**config.mk**
```make
export PLATFORM = sky130hd
export DESIGN_NAME = rsc_mac
export DESIGN_NICKNAME = d
export VERILOG_FILES = /design/src/rtl/rsc_pkg.sv /design/src/rtl/rsc_mac.sv
export SDC_FILE = /design/constraint.sdc
export NUM_CORES = 2
export LEC_CHECK = 0
export BUFFER_PORTS_ARGS = -buffer_cell sky130_fd_sc_hd__buf_2
export CORE_ASPECT_RATIO = 1.75
export CORE_MARGIN = 5
export CORE_UTILIZATION = 40
export CTS_CLUSTER_DIAMETER = 80
export DETAILED_ROUTE_END_ITERATION = 10
export SLEW_MARGIN = 20
export SYNTH_ARGS = -nofsm -noshare
export SYNTH_HDL_FRONTEND = slang
export SYNTH_SLANG_ARGS = --single-unit
export TNS_END_PERCENT = 100
```
**constraint.sdc**
```tcl
create_clock -name clk_i -period 67.9 [get_ports clk_i]
set_clock_uncertainty 0.15 [all_clocks]
set_input_delay 13.58 -clock clk_i [delete_from_list [all_inputs] [get_ports clk_i]]
set_output_delay 13.58 -clock clk_i [all_outputs]
set_load 0.01 [all_outputs]
```
**src/rtl/rsc_pkg.sv**
```systemverilog
// ----------------------------------------------------------------------------
// rsc_pkg: shared types and constants for the ray-sphere closest hit unit
// Payload words, multiply-accumulate micro-op table and datapath widths.
// ----------------------------------------------------------------------------
package rsc_pkg;

  localparam int FRAC_BITS_DEF  = 16;
  localparam int INDEX_BITS_DEF = 16;

  localparam int COORD_W = 32;
  localparam int RAD_W   = 31;
  localparam int IDX_W   = 16;

  localparam int CO_W   = COORD_W + 1;
  localparam int A_W    = 64;
  localparam int B_W    = 66;
  localparam int C_W    = 67;
  localparam int D_W    = 134;
  localparam int SQ_W   = D_W / 2;
  localparam int NUM_W  = SQ_W + 2;
  localparam int MAG_W  = NUM_W - 1;
  localparam int QUO_W  = 32;

  localparam int LIMB_W = 34;
  localparam int OPND_W = 2 * LIMB_W;
  localparam int ACC_W  = 4 * LIMB_W;
  localparam int CSUB_W = 72;

  localparam int CFG_IDX_W  = 2;
  localparam int CFG_DATA_W = 32;
  localparam logic [CFG_IDX_W-1:0] CFG_RANGE_MIN = 2'd0;
  localparam logic [CFG_IDX_W-1:0] CFG_RANGE_MAX = 2'd1;

  localparam logic signed [COORD_W-1:0] RANGE_MIN_RST = 32'sd66;
  localparam logic signed [COORD_W-1:0] DIST_MAX      = 32'sh7FFF_FFFF;
  localparam logic [QUO_W-1:0]          POS_LIM       = 32'h7FFF_FFFF;
  localparam logic [QUO_W-1:0]          NEG_LIM       = 32'h8000_0000;

  localparam int UOP_CNT_W = 4;
  localparam logic [UOP_CNT_W-1:0] UOP_LAST = 4'd11;

  typedef enum logic [3:0] {
    OPND_DX, OPND_DY, OPND_DZ, OPND_COX, OPND_COY, OPND_COZ,
    OPND_RAD, OPND_A, OPND_B, OPND_C
  } opnd_e;

  typedef enum logic [2:0] {
    DST_NONE, DST_A, DST_B, DST_C, DST_D
  } dst_e;

  typedef struct packed {
    opnd_e x;
    opnd_e y;
    logic  sub;
    logic  wide;
    logic  clr;
    dst_e  dst;
  } uop_t;

  typedef struct packed {
    logic       en;
    logic       clr;
    logic       sub;
    logic [1:0] limb;
  } mac_ctl_t;

  typedef struct packed {
    logic signed [COORD_W-1:0] origin_x;
    logic signed [COORD_W-1:0] origin_y;
    logic signed [COORD_W-1:0] origin_z;
    logic signed [COORD_W-1:0] dir_x;
    logic signed [COORD_W-1:0] dir_y;
    logic signed [COORD_W-1:0] dir_z;
    logic signed [COORD_W-1:0] center_x;
    logic signed [COORD_W-1:0] center_y;
    logic signed [COORD_W-1:0] center_z;
    logic [RAD_W-1:0]          sphere_radius;
    logic [IDX_W-1:0]          shape_index;
    logic                      new_ray;
  } in_item_t;

  typedef struct packed {
    logic                      hit;
    logic signed [COORD_W-1:0] root_plus;
    logic signed [COORD_W-1:0] root_minus;
    logic                      closest_valid;
    logic [IDX_W-1:0]          closest_index;
    logic signed [COORD_W-1:0] closest_dist;
  } out_item_t;

  // A = d.d, B = co.d, C = co.co - r*r, D = B*B - A*C
  function automatic uop_t uop_at(input logic [UOP_CNT_W-1:0] step);
    uop_t u;
    u = '{x: OPND_DX, y: OPND_DX, sub: 1'b0, wide: 1'b0, clr: 1'b0, dst: DST_NONE};
    unique case (step)
      4'd0:  begin u.x = OPND_DX;  u.y = OPND_DX;  u.clr = 1'b1; end
      4'd1:  begin u.x = OPND_DY;  u.y = OPND_DY;  end
      4'd2:  begin u.x = OPND_DZ;  u.y = OPND_DZ;  u.dst = DST_A; end
      4'd3:  begin u.x = OPND_COX; u.y = OPND_DX;  u.clr = 1'b1; end
      4'd4:  begin u.x = OPND_COY; u.y = OPND_DY;  end
      4'd5:  begin u.x = OPND_COZ; u.y = OPND_DZ;  u.dst = DST_B; end
      4'd6:  begin u.x = OPND_COX; u.y = OPND_COX; u.clr = 1'b1; end
      4'd7:  begin u.x = OPND_COY; u.y = OPND_COY; end
      4'd8:  begin u.x = OPND_COZ; u.y = OPND_COZ; end
      4'd9:  begin u.x = OPND_RAD; u.y = OPND_RAD; u.sub = 1'b1; u.dst = DST_C; end
      4'd10: begin u.x = OPND_B;   u.y = OPND_B;   u.wide = 1'b1; u.clr = 1'b1; end
      4'd11: begin
        u.x = OPND_A; u.y = OPND_C; u.wide = 1'b1; u.sub = 1'b1; u.dst = DST_D;
      end
      default: u.dst = DST_NONE;
    endcase
    return u;
  endfunction

endpackage

```
**src/rtl/rsc_mac.sv**
```systemverilog
// ----------------------------------------------------------------------------
// rsc_mac: shared multiply-accumulate unit
// One 34x34 limb product per cycle, signed by magnitude, added into an
// accumulator at a limb offset.
// ----------------------------------------------------------------------------
module rsc_mac (
  input  logic                                 clk_i,
  input  logic                                 rst_ni,
  input  rsc_pkg::mac_ctl_t                    ctl_i,
  input  logic signed [rsc_pkg::OPND_W-1:0]    opa_i,
  input  logic signed [rsc_pkg::OPND_W-1:0]    opb_i,
  output logic signed [rsc_pkg::ACC_W-1:0]     sum_o
);
  import rsc_pkg::*;

  logic [OPND_W-1:0]   mag_a, mag_b;
  logic [LIMB_W-1:0]   limb_a, limb_b;
  logic [2*LIMB_W-1:0] prod;
  logic [ACC_W-1:0]    term, base;
  logic                neg;
  logic [ACC_W-1:0]    acc_q;

  always_comb begin
    mag_a  = opa_i[OPND_W-1] ? OPND_W'(-opa_i) : OPND_W'(opa_i);
    mag_b  = opb_i[OPND_W-1] ? OPND_W'(-opb_i) : OPND_W'(opb_i);
    limb_a = ctl_i.limb[1] ? mag_a[2*LIMB_W-1:LIMB_W] : mag_a[LIMB_W-1:0];
    limb_b = ctl_i.limb[0] ? mag_b[2*LIMB_W-1:LIMB_W] : mag_b[LIMB_W-1:0];
    prod   = limb_a * limb_b;
    unique case (ctl_i.limb)
      2'd0:    term = ACC_W'(prod);
      2'd1,
      2'd2:    term = ACC_W'(prod) << LIMB_W;
      default: term = ACC_W'(prod) << (2 * LIMB_W);
    endcase
    neg   = opa_i[OPND_W-1] ^ opb_i[OPND_W-1] ^ ctl_i.sub;
    base  = ctl_i.clr ? '0 : acc_q;
    sum_o = $signed(base + (neg ? -term : term));
  end

  always_ff @(posedge clk_i or negedge rst_ni) begin
    if (!rst_ni) begin
      acc_q <= '0;
    end else if (ctl_i.en) begin
      acc_q <= sum_o;
    end
  end

endmodule

```
==> results.sh <==
export IMPL_dr_pass1_iters=6
export IMPL_root_buffer="clkbuf_16"
export IMPL_status="completed"
export IMPL_wl_mm=274
export IMPL_reg2reg_from="acc_q[2]"
export IMPL_synth_common_cells="inv_1 (1218), nand2_1 (1075), fa_1 (1021), nor2_1 (694), ha_1 (424)"
export IMPL_maxCapViolCount=0
export IMPL_cp_arrival_ns=34.75
export IMPL_rows=192
export IMPL_antenna_left=0
export IMPL_synth_top_area_frac=0.327
export IMPL_gp_congestion=1.05
export IMPL_viasPerCell=5.99
export IMPL_hold_violations=0
export IMPL_nets=9499
export IMPL_die_h_um=533
export IMPL_fmax_mhz=20.6
export IMPL_use_met3=0.0492
export IMPL_die_w_um=309
export IMPL_synth_avg_cell_area_um2=7.88
export IMPL_synth_ff_latch_count=136
export IMPL_grt_max_degree=79
export IMPL_die_area_um2=165000
export IMPL_area_growth_syn_to_layout_pct=6.97
export IMPL_cp_max_fo=34
export IMPL_cts_max_level=4
export IMPL_drcViolationCount=0
export IMPL_cts_sinks=136
export IMPL_gr_usage_met1=0.328
export IMPL_hp_start="acc_q[104]"
export IMPL_wl_per_cell_um=27.5
export IMPL_post_cts_setup_buffers=0
export IMPL_ys_flop_type="dfrtp_1"
export IMPL_grt_busiest_layer="met2"
export IMPL_finalMaxSlewViolations=0
export IMPL_syn_cell_area_um2=62500
export IMPL_synth_fp_nets=9519
export IMPL_seq_area_frac_synth=0.0545
export IMPL_worst_pin_slew_ns=1.27
export IMPL_syn_inst=7931
export IMPL_grt_pass1_vias=64000
export IMPL_postCtsResizedCells=0
export IMPL_biggestRegsByFlops="acc_q (136)"
export IMPL_crit_path_end_kind="primary output"
export IMPL_relSlewSlack=0.151
export IMPL_cp_slowest_cell="a211oi_1"
export IMPL_drtIter0Drc=4914
export IMPL_setup_violations=0
export IMPL_ctsHoldBuffers=0
export IMPL_synth_edff_count=0
export IMPL_required_ns=54.17
export IMPL_synth_most_common_cell="inv_1"
export IMPL_grt_ovfl_total=0
export IMPL_crit_top_cell="fa_1"
export IMPL_yosysTopAreaCell="fa_1"
export IMPL_largest_reg_flops=136
export IMPL_numCtsBuffers=17
export IMPL_core_um2=156000
export IMPL_io_pins=279
export IMPL_met2_usage=0.593
export IMPL_min_period_ns=48.48
export IMPL_async_reset_ff_frac=1.00
export IMPL_track_usage=0.328
export IMPL_worstHoldPathType="register to register"
export IMPL_clkTransAtPathRegs_ns=0.07
export IMPL_hpwlAfterDp_mm=222
export IMPL_fin_setup_tns_ns=0
export IMPL_synth_distinct_cells=100
export IMPL_grt_pass1_wl_mm=406
export IMPL_grt_setup_unrepaired="false"
export IMPL_antenna_found_initial=8
export IMPL_slowest_delay_ns=1.04
export IMPL_ys_warn_count=0
export IMPL_num_vias=59700
export IMPL_cts_tree="yes"
export IMPL_port_buffers=278
export IMPL_timing_final_crit_share=0.714
export IMPL_start_util=0.401
export IMPL_startpoint="opb_i[20]"
export IMPL_clock_latency_ns=0.49
export IMPL_worstSetupPathType="input port to primary output"
export IMPL_layout_drive_gt1_share=0.0924
export IMPL_top_register="acc_q"
export IMPL_clock_path_buffers=2
export IMPL_critPathLaunchType="input port"
export IMPL_synth_top_cells_by_area="fa_1 (33%), ha_1 (8.5%), inv_1 (7.3%)"
placed cells by master, fill, tap and decap left out, types with 136 or more instances in the layout:
| master | synthesis | final |
|---|---|---|
| nor2_1 | 694 | 692 |
| xnor2_1 | 170 | 167 |
| mux2_2 | 147 | 147 |
| xor2_1 | 136 | 136 |
| a21oi_1 | 368 | 361 |
| nand2_1 | 1075 | 1075 |
| ha_1 | 424 | 423 |
| nor2b_1 | 185 | 183 |
| buf_4 | 1 | 150 |
| buf_2 | 14 | 273 |
| fa_1 | 1021 | 1021 |
| dfrtp_1 | 136 | 136 |
| inv_1 | 1218 | 1218 |
| o21ai_0 | 308 | 306 |
| a21o_1 | 147 | 147 |
metrics by stage:
step | hold slack [ns] | cell area, um2 | util | setup slack [ns] | cells
global route | 0.358 | 66900 | 0.429 | 18.98 | 9962
global placement | 0.327 | 66200 | 0.424 | 19.88 | 9928
detailed placement | 0.327 | 66200 | 0.425 | 19.96 | 9929
CTS | 0.343 | 66800 | 0.429 | 19.89 | 9961
floorplan | 0.301 | 62500 | - | 25.69 | 7931
finish | 0.341 | 66900 | 0.429 | 19.42 | 9964
routing by layer:
metal	wire length, um	up-vias
li1	-	26000
met1	89100	29800
met2	138000	2786
met3	16300	1077
met4	30000	6
met5	43	-
final cells by class:
class	instances	area [um2]
flip-flops and latches	136	3400
multi-input cells	6112	53200
fillers	16100	89100
repair buffers	426	2520
clock buffers	20	457
well taps	2037	2550
clock inverters	12	186
diodes	3	7.51
inverters	1218	4570
worst paths after layout:
kind | to | cells past startpoint | slack (ns)
max in group asynchronous | acc_q[118] | 2 | 53.18
min | acc_q[104] | 1 | 0.34
min in group asynchronous | acc_q[40] | 1 | 12.99
min reg2reg | acc_q[104] | 1 | 0.34
max reg2reg | acc_q[132] | 15 | 61.83
max | sum_o[134] | 55 | 19.42
critical path: cells and delay by family:
family / cells / cell delay [ns]
AND/OR/NAND/NOR: 21 / 8.38
multiplexers: 1 / 0.76
adder cells (fa/ha/maj): 10 / 5.25
buffers and inverters: 6 / 0.50
XOR/XNOR: 3 / 0.54
AO/OA/AOI/OAI: 14 / 5.62
cells by family (layout without fill, tap and decap cells):
group	after synthesis	after routing	share of synthesized area
mux	178	178	0.0325
xor+xnor	306	306	0.0429
other cells	0	3	0
flops	136	136	0.0545
compound gates	1490	1490	0.157
fa+ha+maj	1445	1445	0.412
buf+inv	1683	1676	0.102
simple gates	2693	2693	0.199
Power is left out: the tool's default activity adds up to more than one toggle a clock period on the data nets, which glitch-free logic cannot reach.
