**src/rtl/rsc_pkg.sv**
```systemverilog
// ----------------------------------------------------------------------------
// rsc_pkg: shared types and constants for the ray-sphere closest hit unit
// Payload words, multiply-accumulate micro-op table and datapath widths.
// ----------------------------------------------------------------------------
package rsc_pkg;

  localparam int FRAC_BITS_DEF  = 16;
  localparam int INDEX_BITS_DEF = 16;

  localparam int COORD_W = 32;
  localparam int RAD_W   = 31;
  localparam int IDX_W   = 16;

  localparam int CO_W   = COORD_W + 1;
  localparam int A_W    = 64;
  localparam int B_W    = 66;
  localparam int C_W    = 67;
  localparam int D_W    = 134;
  localparam int SQ_W   = D_W / 2;
  localparam int NUM_W  = SQ_W + 2;
  localparam int MAG_W  = NUM_W - 1;
  localparam int QUO_W  = 32;

  localparam int LIMB_W = 34;
  localparam int OPND_W = 2 * LIMB_W;
  localparam int ACC_W  = 4 * LIMB_W;
  localparam int CSUB_W = 72;

  localparam int CFG_IDX_W  = 2;
  localparam int CFG_DATA_W = 32;
  localparam logic [CFG_IDX_W-1:0] CFG_RANGE_MIN = 2'd0;
  localparam logic [CFG_IDX_W-1:0] CFG_RANGE_MAX = 2'd1;

  localparam logic signed [COORD_W-1:0] RANGE_MIN_RST = 32'sd66;
  localparam logic signed [COORD_W-1:0] DIST_MAX      = 32'sh7FFF_FFFF;
  localparam logic [QUO_W-1:0]          POS_LIM       = 32'h7FFF_FFFF;
  localparam logic [QUO_W-1:0]          NEG_LIM       = 32'h8000_0000;

  localparam int UOP_CNT_W = 4;
  localparam logic [UOP_CNT_W-1:0] UOP_LAST = 4'd11;

  typedef enum logic [3:0] {
    OPND_DX, OPND_DY, OPND_DZ, OPND_COX, OPND_COY, OPND_COZ,
    OPND_RAD, OPND_A, OPND_B, OPND_C
  } opnd_e;

  typedef enum logic [2:0] {
    DST_NONE, DST_A, DST_B, DST_C, DST_D
  } dst_e;

  typedef struct packed {
    opnd_e x;
    opnd_e y;
    logic  sub;
    logic  wide;
    logic  clr;
    dst_e  dst;
  } uop_t;

  typedef struct packed {
    logic       en;
    logic       clr;
    logic       sub;
    logic [1:0] limb;
  } mac_ctl_t;

  typedef struct packed {
    logic signed [COORD_W-1:0] origin_x;
    logic signed [COORD_W-1:0] origin_y;
    logic signed [COORD_W-1:0] origin_z;
    logic signed [COORD_W-1:0] dir_x;
    logic signed [COORD_W-1:0] dir_y;
    logic signed [COORD_W-1:0] dir_z;
    logic signed [COORD_W-1:0] center_x;
    logic signed [COORD_W-1:0] center_y;
    logic signed [COORD_W-1:0] center_z;
    logic [RAD_W-1:0]          sphere_radius;
    logic [IDX_W-1:0]          shape_index;
    logic                      new_ray;
  } in_item_t;

  typedef struct packed {
    logic                      hit;
    logic signed [COORD_W-1:0] root_plus;
    logic signed [COORD_W-1:0] root_minus;
    logic                      closest_valid;
    logic [IDX_W-1:0]          closest_index;
    logic signed [COORD_W-1:0] closest_dist;
  } out_item_t;

  // A = d.d, B = co.d, C = co.co - r*r, D = B*B - A*C
  function automatic uop_t uop_at(input logic [UOP_CNT_W-1:0] step);
    uop_t u;
    u = '{x: OPND_DX, y: OPND_DX, sub: 1'b0, wide: 1'b0, clr: 1'b0, dst: DST_NONE};
    unique case (step)
      4'd0:  begin u.x = OPND_DX;  u.y = OPND_DX;  u.clr = 1'b1; end
      4'd1:  begin u.x = OPND_DY;  u.y = OPND_DY;  end
      4'd2:  begin u.x = OPND_DZ;  u.y = OPND_DZ;  u.dst = DST_A; end
      4'd3:  begin u.x = OPND_COX; u.y = OPND_DX;  u.clr = 1'b1; end
      4'd4:  begin u.x = OPND_COY; u.y = OPND_DY;  end
      4'd5:  begin u.x = OPND_COZ; u.y = OPND_DZ;  u.dst = DST_B; end
      4'd6:  begin u.x = OPND_COX; u.y = OPND_COX; u.clr = 1'b1; end
      4'd7:  begin u.x = OPND_COY; u.y = OPND_COY; end
      4'd8:  begin u.x = OPND_COZ; u.y = OPND_COZ; end
      4'd9:  begin u.x = OPND_RAD; u.y = OPND_RAD; u.sub = 1'b1; u.dst = DST_C; end
      4'd10: begin u.x = OPND_B;   u.y = OPND_B;   u.wide = 1'b1; u.clr = 1'b1; end
      4'd11: begin
        u.x = OPND_A; u.y = OPND_C; u.wide = 1'b1; u.sub = 1'b1; u.dst = DST_D;
      end
      default: u.dst = DST_NONE;
    endcase
    return u;
  endfunction

endpackage

```
**src/rtl/rsc_csub.sv**
```systemverilog
// ----------------------------------------------------------------------------
// rsc_csub: shared compare-subtract unit
// Serves the square root and the restoring division, one bit per cycle.
// ----------------------------------------------------------------------------
module rsc_csub (
  input  logic [rsc_pkg::CSUB_W-1:0] a_i,
  input  logic [rsc_pkg::CSUB_W-1:0] b_i,
  output logic [rsc_pkg::CSUB_W-1:0] diff_o,
  output logic                       ge_o
);
  import rsc_pkg::*;

  logic [CSUB_W:0] wide_diff;

  always_comb begin
    wide_diff = {1'b0, a_i} - {1'b0, b_i};
    diff_o    = wide_diff[CSUB_W-1:0];
    ge_o      = !wide_diff[CSUB_W];
  end

endmodule

```
**config.mk**
```make
export PLATFORM = sky130hd
export DESIGN_NAME = rsc_csub
export DESIGN_NICKNAME = d
export VERILOG_FILES = /design/src/rtl/rsc_pkg.sv /design/src/rtl/rsc_csub.sv
export SDC_FILE = /design/constraint.sdc
export NUM_CORES = 1
export LEC_CHECK = 0
export BUFFER_PORTS_ARGS = -buffer_cell sky130_fd_sc_hd__buf_2
export CAP_MARGIN = 25
export CORE_MARGIN = 1
export CORE_UTILIZATION = 46
export DETAILED_ROUTE_END_ITERATION = 12
export GPL_ROUTABILITY_DRIVEN = 0
export PLACE_DENSITY_LB_ADDON = 0.05
export REMOVE_ABC_BUFFERS = 1
export SKIP_LAST_GASP = 1
export SLEW_MARGIN = 0
export SYNTH_ARGS = -nofsm -noshare
export SYNTH_HDL_FRONTEND = slang
export SYNTH_SLANG_ARGS = --single-unit
```
**constraint.sdc**
```tcl
create_clock -name vclk -period 4
set_input_delay 0.8 -clock vclk [all_inputs]
set_output_delay 0.8 -clock vclk [all_outputs]
set_load 0.02 [all_outputs]
```
==> results of run 1 <==
placed cells by master (no fill, tap or decap), drive strengths merged, types with 8 or more instances in the layout:
master / instances
buf: 399
nand2: 69
o21a: 8
a31oi: 10
xnor2: 42
nor2: 49
nand3: 15
nor3: 10
o21ai: 43
inv: 90
o21bai: 19
ha: 72
and3: 9
a21oi: 78
xor2: 24
nand4: 18
a21o: 46
kinds of logic after synthesis:
family | Yosys count
AOI/OAI and AO/OA | 261
and+or+nand+nor | 203
buffers and inverters | 118
adders and majority gates | 73
xor gates and xnor gates | 66
area by class of cell:
class	instances	area, µm²
fillers	607	1593
inverters	90	347.8
multi-input cells	603	5201
well taps	133	166.4
repair buffers	399	2646
cell usage after synthesis, types with 2 or more instances:
cell,number
a2111oi_2,2
a211oi_1,5
a211oi_2,2
a21boi_1,4
a21boi_2,2
a21o_1,46
a21oi_1,72
a21oi_2,5
a221oi_1,6
a31o_1,3
a31o_2,2
a31oi_1,9
a41oi_1,2
and2_1,6
and3_1,9
buf_2,12
buf_4,2
clkbuf_1,14
ha_1,72
inv_1,90
nand2_1,68
nand2b_1,4
nand3_1,14
nand4_1,16
nor2_1,49
nor2b_1,4
nor3_1,9
nor4_1,2
o211ai_1,4
o21a_1,7
o21ai_0,26
o21ai_1,15
o21ai_2,2
o21bai_1,19
o311ai_0,2
o31a_1,2
o31ai_1,4
o31ai_4,3
o41ai_1,3
or2_2,2
or3_1,2
xnor2_1,41
xor2_1,24
worst max-delay path by stage:
stage	start	end	slack, ns	cells past startpoint
final	a_i[19]	diff_o[70]	-0.36	13
after global routing	a_i[19]	diff_o[70]	-0.46	13
after CTS	a_i[0]	diff_o[68]	-0.37	14
after detailed placement	a_i[0]	diff_o[68]	-0.55	14
after global placement	a_i[0]	diff_o[68]	-0.47	14
after floorplan	a_i[0]	diff_o[70]	-0.24	12
power by group through the flow:
stage / clock network (mW) / logic (mW) / registers [mW]
final: 0 / 1.78 / 0
after global routing: 0 / 1.88 / 0
after CTS: 0 / 1.56 / 0
after detailed placement: 0 / 1.46 / 0
after global placement: 0 / 1.44 / 0
after floorplan: 0 / 0.875 / 0
repair_timing:
action / CTS / global route
endpoints found under the setup margin: 39 / 44
endpoints found under the hold margin: 0 / 0
hold buffers: 0 / 0
gates resized for setup: 70 / 143
buffers inserted: 10 / 12
pin swaps: 38 / 71
metrics by stage:
stage | setup WS (ns) | utilization, % | area [µm²]
global placement | -0.4688 | 71.85 | 7152
floorplan | -0.2362 | - | 4691
finish | -0.3574 | 84.00 | 8362
CTS | -0.3699 | 76.23 | 7589
global route | -0.4649 | 84.00 | 8362
detailed placement | -0.5453 | 71.85 | 7152
per-layer routing:
layer | up-vias | wire, µm | track usage [%]
li1 | 3329 | - | -
met1 | 3238 | 7711 | 34.61
met2 | 371 | 10550 | 58.75
met3 | 102 | 1193 | 1.880
met4 | 0 | 903 | 5.612
met5 | - | 0 | 0
==> results.toml, run 1 <==
[outcome]
status = "finished, violations left"
violations = "negative setup slack"

[floorplan]
die_h_um = 104.3
num_rows = 36
die_x_um = 104.3
io_pins = 217
start_util_pct = 48.40
core_um2 = 9955
die_area_um2 = 10890

[timing]
setup_viol = 28
setup_slack_ns = -0.3574
relSlewSlack_pct = 39.90
fin_crit_sh_pct = 108.9
hold_viol = 0
slew_viol_final = 0
timing.fmax_mhz = 229.5
fin_setup_tns_ns = -4.769
hold_ws_ns = 1.987
rsz0062_at_grt = "yes"
worstMarginPinSlew_ns = 0.8902
period_needed_ns = 4.357

[worst_setup_path]
crit_fanout = 4
cp-end-kind = "output pin"
crit_type = "in -> out"
critPathSlowestCell = "a221oi_2"
cp_cell_sequence = "buf_2 -> ha_1 -> a21oi_1 -> a21boi_2 -> o21ai_1 -> a221oi_2 -> o31ai_4 -> a21oi_4 -> o31ai_4 -> buf_6 -> a31o_4 -> a2111oi_4 -> buf_4"
max_stage_delay_ns = 0.37
worstSetupStartpointType = "input port"
worstPathRequired_ns = 3.20
path_delay_family = "compound AO/OA/AOI/OAI gates"
crit_path_frequent_cell = "o31ai_4"
crit_buf_inv = 3
cp.arrival_ns = 3.56

[synthesis]
synthMuxAreaShare_pct = 0
synth_fa_ha_area_share_pct = 19.11
synth_cell_types = 77
yosys_warnings = 0
yosys-top-cells-area = "ha_1 19%, a21oi_1 7.5%, xnor2_1 7.5%"
avgSynthCellArea_um2 = 6.683
synthSimpleGateAreaFrac_pct = 21.16
netlist.area_leader.share_pct = 18.70
netlist_area_um2 = 4818
synth_cells = 721
yosysSeqAreaShare_pct = 0
yosysTopAreaCell = "ha_1"
synth_compound_area_share_pct = 37.91
synth_xor_xnor_area_share_pct = 12.15
synth_top_family_by_area = "compound AO/OA/AOI/OAI gates"

[pwr]
fin_total_pwr_mw = 1.775
pwr-share-seq_pct = 0
vdd_drop_max_mv = 0.1521
clkPwrFrac_pct = 0
p_int_mw = 0.8175
power.density_nw_per_um2 = 212.3
power_switching_mw = 0.9579
leakage_nw = 4.307
p_comb_share_pct = 100.0
p_sw_share_pct = 53.96

[min_path]
min_from = "b_i[0]"
min_path_cells = 4
holdPathEnd = "diff_o[0]"
hold_class = "in -> out"

[placement]
dp.cells = 1204
port_buffers = 217
dpl.hpwl_um = 14420

[routing]
wl_per_cell_um = 16.62
drt_iter0_markers = 358
post-route-drc-count = 0
drtAntennaViolNets = 0
vias = 7040
drt_first_pass_iters = 5
routed_via_density = 5.747
drt-total-wl_um = 20360

[layout]
fin_cells = 1225
antennaDiodeCount = 0
syn_to_final_growth_pct = 73.54
drive_above_1_share_pct = 50.37
clockBufferCount = 0
register_area_um2 = 0
seq_cell_count = 0
finish.net_count = 1311

[grt]
grt-ovfl-total = 0
grt_max_degree = 10
grt_pass1_wl_um = 28190
grt_use_total_pct = 29.74
grt_pass1_vias = 6550
antenna_found_initial = 0

[run]
drv_cap = 0
Power figures use the tool's default switching activity.
==> inputs of run 2 (changes only) <==
--- a/config.mk
+++ b/config.mk
@@ -7,8 +7,10 @@
 export LEC_CHECK = 0
 export BUFFER_PORTS_ARGS = -buffer_cell sky130_fd_sc_hd__buf_2
 export CAP_MARGIN = 25
+export CELL_PAD_IN_SITES_DETAIL_PLACEMENT = 0
+export CELL_PAD_IN_SITES_GLOBAL_PLACEMENT = 2
 export CORE_MARGIN = 1
-export CORE_UTILIZATION = 46
+export CORE_UTILIZATION = 23
 export DETAILED_ROUTE_END_ITERATION = 12
 export GPL_ROUTABILITY_DRIVEN = 0
 export PLACE_DENSITY_LB_ADDON = 0.05
==> run 2 against run 1 <==
First-iteration DRC count down 50%. Critical path type unchanged. Critical endpoint is now diff_o[68]. Flip-flop and latch count unchanged. Global-route usage down 12 points. Combinational power up 7%. Total power up 7.1%. Sequential share of layout area unchanged. Via count down 5.0%. The run still ends with negative setup slack left. Fmax down 0.41%. Clock-buffer cell count unchanged. Design area up 12%.
==> results.toml, run 2 (synthesis gave the netlist of run 1 again) <==
[layout]
seq_cell_count = 0
register_area_um2 = 0
final_common_cell = "buf_4"
mostFrequentLayoutCells = "267 x buf_4, 160 x buf_2, 79 x inv_1"
final_util_pct = 45.92
finish.net_count = 1381
drive_above_1_share_pct = 55.25
syn_to_final_growth_pct = 94.08
clockBufferCount = 0
fin_cells = 1433
fin_area_um2 = 9351

[routing]
drt_first_pass_iters = 4
drtAntennaViolNets = 0
wl_per_cell_um = 14.11
routed_via_density = 4.669
vias = 6690
post-route-drc-count = 0
drt-total-wl_um = 20220
drt_iter0_markers = 179

[timing]
worstMarginPinSlew_ns = 1.044
rsz0062_at_grt = "yes"
setup_slack_ns = -0.3754
hold_viol = 0
timing.fmax_mhz = 228.6
relSlewSlack_pct = 29.53
fin_setup_tns_ns = -4.246
setup_viol = 24
slew_viol_final = 0
fin_crit_sh_pct = 109.4
period_needed_ns = 4.375

[grt]
grt_pass1_wl_um = 32200
grt-ovfl-total = 0
antenna_found_initial = 2
grt_pass1_vias = 6826
grt_use_total_pct = 17.74
grt_max_degree = 11

[worst_setup_path]
cp.arrival_ns = 3.58
path_delay_family = "compound AO/OA/AOI/OAI gates"
worstPathRequired_ns = 3.20
worstSetupStartpointType = "input port"
crit_fanout = 2
cp_cell_sequence = "buf_6 -> inv_4 -> ha_4 -> fa_2 -> and2b_1 -> o2111ai_2 -> a211oi_2 -> o21ai_2 -> a211oi_2 -> nor3b_2 -> o41a_1 -> o21a_2 -> xnor2_2 -> buf_4"
crit_type = "in -> out"
cp-end-kind = "output pin"
crit_path_frequent_cell = "a211oi_2"
crit_buf_inv = 3
max_stage_delay_ns = 0.42
critPathSlowestCell = "o41a_1"

[placement]
dpl.hpwl_um = 17370
postPlaceCellArea_um2 = 7819
port_buffers = 217
dp.cells = 1407

[pwr]
vdd_drop_max_mv = 0.09332
leakage_nw = 4.732
fin_total_pwr_mw = 1.901
power.density_nw_per_um2 = 203.2

[outcome]
status = "finished, violations left"
violations = "negative setup slack"

[floorplan]
die_area_um2 = 21530
io_pins = 217
core_um2 = 20360
start_util_pct = 23.66
num_rows = 52
die_h_um = 146.7
die_x_um = 146.7

[run]
drv_cap = 0

[min_path]
hold_class = "in -> out"

[clocking]
cts_hold_buf = 0
run 2: routing by layer:
| metal | track usage (%) | vias to the layer above | wire (µm) |
|---|---|---|---|
| met4 | 1.823 | 2 | 171 |
| met2 | 32.51 | 159 | 10120 |
| met3 | 0.9938 | 14 | 696 |
| li1 | - | 3464 | - |
| met5 | 0 | - | 8 |
| met1 | 23.39 | 3051 | 9220 |
run 2: power by group:
part              total, mW  internal, mW  switching [mW]  leakage, nW
Sequential                0             0               0            0
Combinational          1.90         0.935           0.965         4.73
Clock          0.0000000335  0.0000000335               0   0.00000634
run 2: cell type report:
cell class / instances / area (µm²)
repair buffers: 469 / 3282
inverters: 90 / 342.8
fillers: 2133 / 11010
multi-input cells: 603 / 5386
well taps: 270 / 337.8
diodes: 1 / 2.502
run 2: timing repair:
action / CTS / global route
gates resized for setup: 148 / 120
endpoints found under the setup margin: 47 / 46
pin swaps: 61 / 87
buffers inserted: 14 / 19
run 2: final timing paths:
| path | startpoint | to | slack [ns] | cells after the start |
|---|---|---|---|---|
| worst max-delay path | a_i[0] | diff_o[68] | -0.38 | 14 |
| worst min-delay path | b_i[0] | diff_o[0] | 1.96 | 4 |
run 2: metrics by stage:
| step | hold WS [ns] | setup WS [ns] |
|---|---|---|
| after detailed placement | 1.959 | -0.5789 |
| final | 1.959 | -0.3754 |
| after CTS | 1.956 | -0.4567 |
| after floorplan | 1.782 | -0.2362 |
| after global placement | 1.961 | -0.5356 |
| after global routing | 1.974 | -0.5338 |
